[config.mk]
export PLATFORM = sky130hd
export DESIGN_NAME = btcs_front
export DESIGN_NICKNAME = d
export VERILOG_FILES = /design/src/rtl/btcs_pkg.sv /design/src/rtl/btcs_front.sv
export SDC_FILE = /design/constraint.sdc
export NUM_CORES = 1
export LEC_CHECK = 0
export ABC_AREA = 1
export BUFFER_PORTS_ARGS = -buffer_cell sky130_fd_sc_hd__buf_2
export CAP_MARGIN = 15
export CORE_ASPECT_RATIO = 0.8
export CORE_MARGIN = 3
export CORE_UTILIZATION = 35
export CTS_CLUSTER_DIAMETER = 150
export DETAILED_ROUTE_END_ITERATION = 7
export SETUP_SLACK_MARGIN = 0.1
export SLEW_MARGIN = 20
export SYNTH_ARGS = -nofsm -noshare
export SYNTH_HDL_FRONTEND = slang
export SYNTH_SLANG_ARGS = --single-unit
[constraint.sdc]
create_clock -name clk -period 7.1 [get_ports clk]
set_input_delay 0.71 -clock clk [delete_from_list [all_inputs] [get_ports clk]]
set_output_delay 0.71 -clock clk [all_outputs]
set_load 0.02 [all_outputs]
[src/rtl/btcs_pkg.sv]
// Shared types and constants of the bound table cluster store.
// No dependencies.
`default_nettype none
package btcs_pkg;
    localparam int unsigned ENTRIES_DEF = 4096;

    typedef enum logic [1:0] {
        ACT_PROBE = 2'd0,
        ACT_UPPER = 2'd1,
        ACT_LOWER = 2'd2,
        ACT_NONE  = 2'd3
    } action_t;

    // One stored slot.
    typedef struct packed {
        logic [31:0]        tag;
        logic [15:0]        date;
        logic [15:0]        mv;
        logic signed [15:0] lower;
        logic signed [15:0] upper;
        logic [7:0]         ldep;
        logic [7:0]         udep;
    } entry_t;

    // One classified request travelling from front to back.
    typedef struct packed {
        action_t            act;
        logic [31:0]        idx;
        logic [31:0]        tag;
        logic signed [15:0] value;
        logic [7:0]         depth;
        logic [15:0]        mv;
    } req_t;

    // One result item.
    typedef struct packed {
        logic               hit;
        logic [15:0]        mv;
        logic signed [15:0] lower;
        logic signed [15:0] upper;
        logic [7:0]         ldep;
        logic [7:0]         udep;
    } res_t;

    typedef enum logic [1:0] {
        ST_CLEAR,
        ST_IDLE,
        ST_READ,
        ST_WRITE
    } bstate_t;
endpackage
`default_nettype wire

[src/rtl/btcs_front.sv]
// Front part: accepts input transfers and queues them as classified requests.
// Depends on btcs_pkg.
`default_nettype none
module btcs_front
    import btcs_pkg::*;
(
    input  wire logic        clk,
    input  wire logic        rst_n,
    input  wire logic        in_valid,
    output logic             in_ready,
    input  wire logic [1:0]  in_action,
    input  wire logic [63:0] in_key,
    input  wire logic [15:0] in_value,
    input  wire logic [7:0]  in_depth,
    input  wire logic [15:0] in_move,
    output logic             q_valid,
    input  wire logic        q_ready,
    output req_t             q_req
);
    // Two-entry queue.
    req_t        mem_reg [2];
    logic [0:0]  wp_reg, rp_reg;
    logic [1:0]  cnt_reg;
    req_t        r;
    logic        push, pop;

    always_comb
    begin
        r.act   = action_t'(in_action);
        r.idx   = in_key[63:32];
        r.tag   = in_key[31:0];
        r.value = in_value;
        r.depth = in_depth;
        r.mv    = in_move;
    end

    assign in_ready = (cnt_reg != 2'd2);
    assign push     = in_valid && in_ready;
    assign q_valid  = (cnt_reg != 2'd0);
    assign pop      = q_valid && q_ready;
    assign q_req    = mem_reg[rp_reg];

    // Queue storage.
    always_ff @(posedge clk)
    begin
        if (push)
        begin
            mem_reg[wp_reg] <= r;
        end
    end

    // Queue pointers.
    always_ff @(posedge clk or negedge rst_n)
    begin
        if (!rst_n)
        begin
            wp_reg  <= 1'b0;
            rp_reg  <= 1'b0;
            cnt_reg <= 2'd0;
        end
        else
        begin
            if (push)
            begin
                wp_reg <= ~wp_reg;
            end
            if (pop)
            begin
                rp_reg <= ~rp_reg;
            end
            cnt_reg <= cnt_reg + {1'b0, push} - {1'b0, pop};
        end
    end
endmodule
`default_nettype wire

# Word level (Yosys, flattened, before mapping)
# Memory sizes are Yosys's and may differ from the RTL's.
# Cells that the tools add are included.
# W data, S select, Z words.
# classes
n_mux	2
addsub	2
reduce_logical	3
bitwise_logic	2
eq_ne	1
# ops
operator	n
$add A2 B1 Y2	1
$logic_and A1 B1 Y1	2
$mux W1	2
$ne A2 B2 Y1 const B	1
$not A1 Y1	2
$reduce_bool A2 Y1	1
$sub A2 B1 Y2	1
# totals
register_bits	4
n_memories	1
mem_bits_rw	212
out_inout_bits	108
in_bits	110
# mem_list
name	words	word_bits	rd	rd_ports_with_merged_regs	write_ports	line	source
mem_reg	2	106	1	0	1	btcs_front.sv:21	req_t mem_reg [2];

# Longest topological paths before layout
# Gate-level depths: netlist of the first run.
# depth
ltp_word	4
mapped_depth	10
mapped_depth_nobuf	10

# Worst setup path after synthesis of the first run
# OpenSTA, ideal clock, no wires.
# synth_path
path_kind	input to register
startpoint	input in_valid
endpoint	memory mem_reg[1][0] (netlist name), enable pin
path_buffers	0
required_time_ns	6.528
path_stages	2
t_arrival_ns	5.213
path_slack_ns	1.315
path_cell_list	nand2_1 -> nor2_1
# synth_via
elab_chain_len	3
# synth_rtl
item	line	source
start: declaration	btcs_front.sv:9	input wire logic in_valid,
$logic_and A1 B1 Y1	btcs_front.sv:38	assign push = in_valid && in_ready;
$mux W1	btcs_front.sv:46	if (push)
$mux W1 (not written as such)	btcs_front.sv:48	mem_reg[wp_reg] <= r;
end: declaration	btcs_front.sv:21	
# No other way between the ends.

==> metrics.log, run 1 <==
[metrics] status: finished clean
[metrics] Syn Area/Cell: 13.6 µm²
[metrics] register bit count reported by yosys: 216
[metrics] Bufs on Longest Clock Path: 3
[metrics] Critical Path Max Stage Delay: 0.71 ns
[metrics] Largest register FFs: 212
[metrics] unrepaired setup endpoints after global routing: false
[metrics] portion of the clock cycle consumed by the worst path in the final layout: 48.8%
[metrics] Pins Over Slew Limit: 0
[metrics] post-route cell area: 0.0100 mm²
[metrics] die span in y: 141 µm
[metrics] x dimension of the die: 174 µm
[metrics] largest vdd supply drop: 0.230 mV
[metrics] Data arrival, critical path: 2.76 ns
[metrics] Crit path required time: 6.39 ns
[metrics] root buf cell: clkbuf_16
[metrics] highest attainable clock frequency: 0.289 GHz
[metrics] crit start category: flop
[metrics] sequential element share of the synthesized area: 81.4%
[metrics] Hold Worst Slack: 0.404 ns
[metrics] fraction of final layout cells sized beyond drive strength 1: 31.2%
[metrics] global-route wire length before repair: 26300 µm
[metrics] Post-Place Cell Area: 0.00930 mm²
[metrics] pin count of the biggest net entering global routing: 57
[metrics] 1st-pass router iterations: 4
[metrics] total count of hold-check failures in the final report: 0
[metrics] residual antenna-violating net count after detailed routing: 0
[metrics] final HPWL from detailed placement: 10900 µm
[metrics] leakage power summed over all cells: 4.31 nW
[metrics] final worst path period need: 3.47 ns
[metrics] number of warnings reported in the yosys synthesis log: 0
[metrics] headroom to the max-slew limit: 48.3%
[metrics] fill cell instance count of the final layout: 2006
[metrics] initial antenna violation count: 5
[metrics] Max FO, Critical Path: 56
[metrics] final setup violating endpoints: 0
[metrics] Top Ports: 218
[metrics] number of violations reported at the end of detailed-routing iteration 0: 305
[metrics] antenna cell count: 0
[metrics] sink count of the clock tree: 216
[metrics] crit-path cells: inv_4 -> buf_4 -> nand2_1 -> nand2_1 -> buf_2
[metrics] H-tree depth: 1
[metrics] TritonCTS Buffers: 23
[metrics] Power Density: 447 mW/mm²
[metrics] placer's final routability congestion estimate: 0.732
[metrics] PortBufs: 217
[metrics] netlist area before placement: 0.00794 mm²
[metrics] Crit Path Category: flop to output pin
[metrics] Std-Cell Core Area: 0.0219 mm²
[metrics] crit path max-delay cell type: dfrtp_4
[metrics] Crit path buffers/inverters: 3
[metrics] reported max-cap violation count: 0
[metrics] aggregate routed wire length: 16900 µm
[metrics] nets@finish: 922
[metrics] setup TNS: 0 ns
[metrics] overall fraction of global-route tracks in use: 13.5%
[metrics] overall power of the completed layout: 0.00448 W
[metrics] Worst Max-Slew Pin Slew: 0.775 ns
[metrics] via-per-instance ratio: 4.35
[metrics] final core utilization: 45.8%
[metrics] cell occurring most often along the worst timing path: nand2_1
[metrics] starting density of the core: 36.2%
[metrics] Worst-Skew Late Latency: 0.49 ns
[metrics] final global-route overflow total: 0
[metrics] count of unresolved DRC violations after routing: 0
[metrics] WL/cell: 15.0 µm
[metrics] crit path capture type: output pin
[metrics] clock-pin slew on the worst setup and hold paths: 0.06 ns
[metrics] number of global-route vias before repair: 4785
[metrics] relative area change from synthesis to final layout: 26.4%
[metrics] CTS tree: done
[metrics] post-synth cell types: 11
[metrics] class of the most critical hold timing path: input pin to flop
[metrics] count of mapped cells out of synthesis: 585
[metrics] clk_skew: 0.00392 ns
[metrics] CP top delay family: buffers and inverters
[metrics] number of placement rows: 48
[metrics] area of the die: 0.0245 mm²
[metrics] via total after detailed routing: 4889
[metrics] Mapped Nets: 697
-- cells in the mapped netlist --
cell / instances / share of area, %
nand2_1: 331 / 16
edfxtp_1: 212 / 80
buf_2: 16 / 1.0
inv_1: 8 / 0.38
buf_6: 5 / 0.71
dfrtp_1: 4 / 1.3
nand3_1: 3 / 0.19
buf_4: 2 / 0.19
ha_1: 2 / 0.32
inv_4: 1 / 0.079
nor2_1: 1 / 0.047
-- power breakdown --
part           internal (W)  switching, W
clock network      0.000694      0.000450
logic              0.000401       0.00109
registers           0.00174      0.000108
-- cells by family (layout without fill, tap and decap cells) --
kind of cell,after synthesis,after routing,share of synthesized area [%]
buffers and inverters,32,271,2.36
and+or+nand+nor,335,335,15.9
DFF,216,216,81.4
adders and majority gates,2,2,0.315
-- layer usage --
metal | global-route usage (%) | wire length [µm]
met1 | 17.9 | 7340
met5 | 0 | 69
met2 | 20.6 | 7250
met4 | 3.38 | 414
met3 | 5.71 | 1800
-- final cells by class --
class	instances	area [µm²]	share of cell area, %
timing repair buffer	223	1130	11.3
clock buffer	24	579	5.77
sequential	216	6470	64.5
tap	300	375	3.74
inverter	9	38.8	0.387
multi-input combinational	337	1290	12.9
clock inverter	15	144	1.43
-- placed cells by master (no fill, tap or decap) --
master | synthesis | final
clkinv_1 | 0 | 7
nand2_1 | 331 | 331
buf_2 | 16 | 217
clkbuf_16 | 0 | 23
clkbuf_1 | 0 | 1
edfxtp_1 | 212 | 212
buf_4 | 2 | 5
bufinv_16 | 0 | 3
dfrtp_4 | 0 | 1
dlygate4sd3_1 | 0 | 1
nor2_4 | 0 | 1
clkinv_2 | 0 | 4
nand3_1 | 3 | 3
dfrtp_1 | 4 | 3
inv_1 | 8 | 7
inv_4 | 1 | 2
ha_1 | 2 | 2
clkinvlp_4 | 0 | 1
-- through the flow --
step	setup slack, ns	std cells
5_1_grt	3.39	1124
2_1_floorplan	1.32	585
4_1_cts	3.55	1124
6_report	3.63	1124
3_5_place_dp	4.08	1084
3_3_place_gp	4.08	1084
-- path summary, 6_finish.rpt --
check / cells after the start / slack, ns / start / endpoint
worst max-delay path: 5 / 3.63 / rp_reg / q_req[11]
worst min-delay path: 1 / 0.40 / in_key[53] / mem_reg[1][93]
worst max register to register: 4 / 4.76 / wp_reg / mem_reg[0][17]
worst min register to register: 2 / 0.48 / wp_reg / wp_reg
max in group asynchronous: 2 / 6.39 / rst_n / rp_reg
min in group asynchronous: 2 / 0.57 / rst_n / cnt_reg[0]
-- repair_timing --
action | CTS | global route
hold buffers | 1 | 0
setup buffers | 0 | 0
endpoints found under the setup margin | 0 | 0
hold endpoints to repair | 4 | 0
resized for setup | 0 | 0
No activity file was read; power rests on OpenSTA's default activity.
==> run 2, diff against run 1 <==
Clock period 7.1 ns to 3.15 ns, I/O delays scaled along.
==> run 2 against run 1 <==
Effect of this change: non-clock buffer count rose by 94; critical endpoint is now mem_reg[0][10]; die area stayed put; routed wire length up 5.6%; highest routed layer is now met4; clock skew up 0.0065 ns; critical path type is now flop to flop.
==> metrics.log, run 2 (synthesis gave the netlist of run 1 again) <==
[metrics] status: finished clean
[metrics] H-tree depth: 1
[metrics] total count of hold-check failures in the final report: 0
[metrics] largest vdd supply drop: 0.481 mV
[metrics] unrepaired setup endpoints after global routing: false
[metrics] number of gates given a new drive strength after cts: 0
[metrics] via total after detailed routing: 5211
[metrics] setup TNS: 0 ns
[metrics] number of global-route vias before repair: 5301
[metrics] clk_skew: 0.0104 ns
[metrics] fill cell instance count of the final layout: 1903
[metrics] leakage power summed over all cells: 4.71 nW
[metrics] final HPWL from detailed placement: 10500 µm
[metrics] Crit path required time: 3.28 ns
[metrics] fraction of final layout cells sized beyond drive strength 1: 28.5%
[metrics] Pins Over Slew Limit: 0
[metrics] most common cell after layout, fill and taps aside: nand2_1
[metrics] pin count of the biggest net entering global routing: 108
[metrics] portion of the clock cycle consumed by the worst path in the final layout: 77.7%
[metrics] Bufs on Longest Clock Path: 3
[metrics] crit start category: flop
[metrics] Top Ports: 218
[metrics] nets@finish: 1016
[metrics] root buf cell: clkbuf_16
[metrics] Crit Path Category: flop to flop
[metrics] count of unresolved DRC violations after routing: 0
[metrics] CTS tree: done
[metrics] WL/cell: 14.6 µm
[metrics] overall power of the completed layout: 0.0103 W
[metrics] PortBufs: 217
[metrics] clock-pin slew on the worst setup and hold paths: 0.06 ns
[metrics] reported max-cap violation count: 0
[metrics] number of violations reported at the end of detailed-routing iteration 0: 224
[metrics] crit-path cells: inv_1 -> nand3_1 -> clkinvlp_4 -> buf_4 -> buf_4
[metrics] number of placement rows: 48
[metrics] Worst-Skew Late Latency: 0.49 ns
[metrics] highest attainable clock frequency: 0.409 GHz
[metrics] placer's final routability congestion estimate: 0.716
[metrics] final setup violating endpoints: 0
[metrics] Data arrival, critical path: 2.58 ns
[metrics] antenna cell count: 0
[metrics] initial antenna violation count: 0
[metrics] cell occurring most often along the worst timing path: buf_4
[metrics] 1st-pass router iterations: 4
[metrics] crit path capture type: flop
[metrics] TritonCTS Buffers: 23
[metrics] final global-route overflow total: 0
[metrics] Critical Path Max Stage Delay: 0.77 ns
[metrics] Std-Cell Core Area: 0.0219 mm²
[metrics] class of the most critical hold timing path: input pin to flop
[metrics] aggregate routed wire length: 17800 µm
[metrics] starting density of the core: 36.2%
[metrics] crit path max-delay cell type: buf_4
[metrics] Largest register FFs: 212
[metrics] area of the die: 0.0245 mm²
[metrics] Max FO, Critical Path: 71
[metrics] residual antenna-violating net count after detailed routing: 0
[metrics] leading cell types in the layout, fill and taps excluded: nand2_1, buf_2, edfxtp_1
[metrics] Worst Max-Slew Pin Slew: 1.00 ns
[metrics] final worst path period need: 2.45 ns
[metrics] headroom to the max-slew limit: 33.0%
[metrics] Power Density: 932 mW/mm²
[metrics] sink count of the clock tree: 216
[metrics] overall fraction of global-route tracks in use: 14.3%
[metrics] global-route wire length before repair: 28000 µm
[metrics] CP top delay family: buffers and inverters
[metrics] x dimension of the die: 174 µm
[metrics] Crit path buffers/inverters: 4
[metrics] via-per-instance ratio: 4.27
[metrics] relative area change from synthesis to final layout: 38.6%
[metrics] die span in y: 141 µm
==> run 2: cell types whose count changed in the layout (fill, tap and decap cells not counted), sizes merged <==
cell         delta
buf             +2
bufinv          -1
clkbuf          +2
clkinv          +1
clkinvlp        +1
dlygate4sd3    +92
inv             -1
==> run 2: final cells by class <==
type | count | area (µm²) | share of cell area, %
flip-flops and latches | 216 | 6470 | 58.8
repair buffers | 317 | 2110 | 19.1
multi-input cells | 337 | 1290 | 11.8
clock buffers | 26 | 587 | 5.33
well taps | 300 | 375 | 3.41
clock inverters | 15 | 130 | 1.18
inverters | 9 | 40.0 | 0.364
==> run 2: path summary, 6_finish.rpt <==
kind	start	slack (ns)	endpoint	depth (start not counted)
setup / recovery	wp_reg	0.70	mem_reg[0][10]	5
hold / removal	in_move[12]	0.03	mem_reg[1][12]	1
setup reg to reg	wp_reg	0.70	mem_reg[0][10]	5
hold reg to reg	wp_reg	0.48	wp_reg	2
max in group asynchronous	rst_n	2.84	rp_reg	2
min in group asynchronous	rst_n	0.16	cnt_reg[0]	2
==> run 2: per-stage QoR <==
step / util, % / hold slack (ns) / area (µm²) / setup slack (ns) / instances
2_1_floorplan: - / 0.0194 / 7950 / 0.409 / 585
3_5_place_dp: 42.7 / 0.137 / 9360 / 0.678 / 1086
5_1_grt: 50.2 / 0.00174 / 11000 / 0.520 / 1220
3_3_place_gp: 42.7 / 0.137 / 9360 / 0.662 / 1086
4_1_cts: 50.1 / 0.000990 / 11000 / 0.655 / 1218
6_report: 50.2 / 0.0252 / 11000 / 0.702 / 1220
==> run 2: layer usage <==
| metal | track usage (%) | vias to the layer above | share of wire [%] |
|---|---|---|---|
| li1 | - | 2614 | - |
| met1 | 18.8 | 2394 | 44 |
| met2 | 23.0 | 177 | 45 |
| met3 | 4.66 | 26 | 8.4 |
| met4 | 3.72 | 0 | 2.2 |
| met5 | 0 | - | 0 |
==> run 2: where the power goes <==
| group | switching [W] | internal (W) | leakage (nW) |
|---|---|---|---|
| clock | 0.00105 | 0.00150 | 0.353 |
| sequential | 0.000136 | 0.00392 | 2.02 |
| combinational | 0.00260 | 0.00103 | 2.34 |
==> run 2: timing repair <==
item,in CTS,in global routing
buffers inserted,0,0
hold endpoints to repair,182,3
hold buffers,91,2
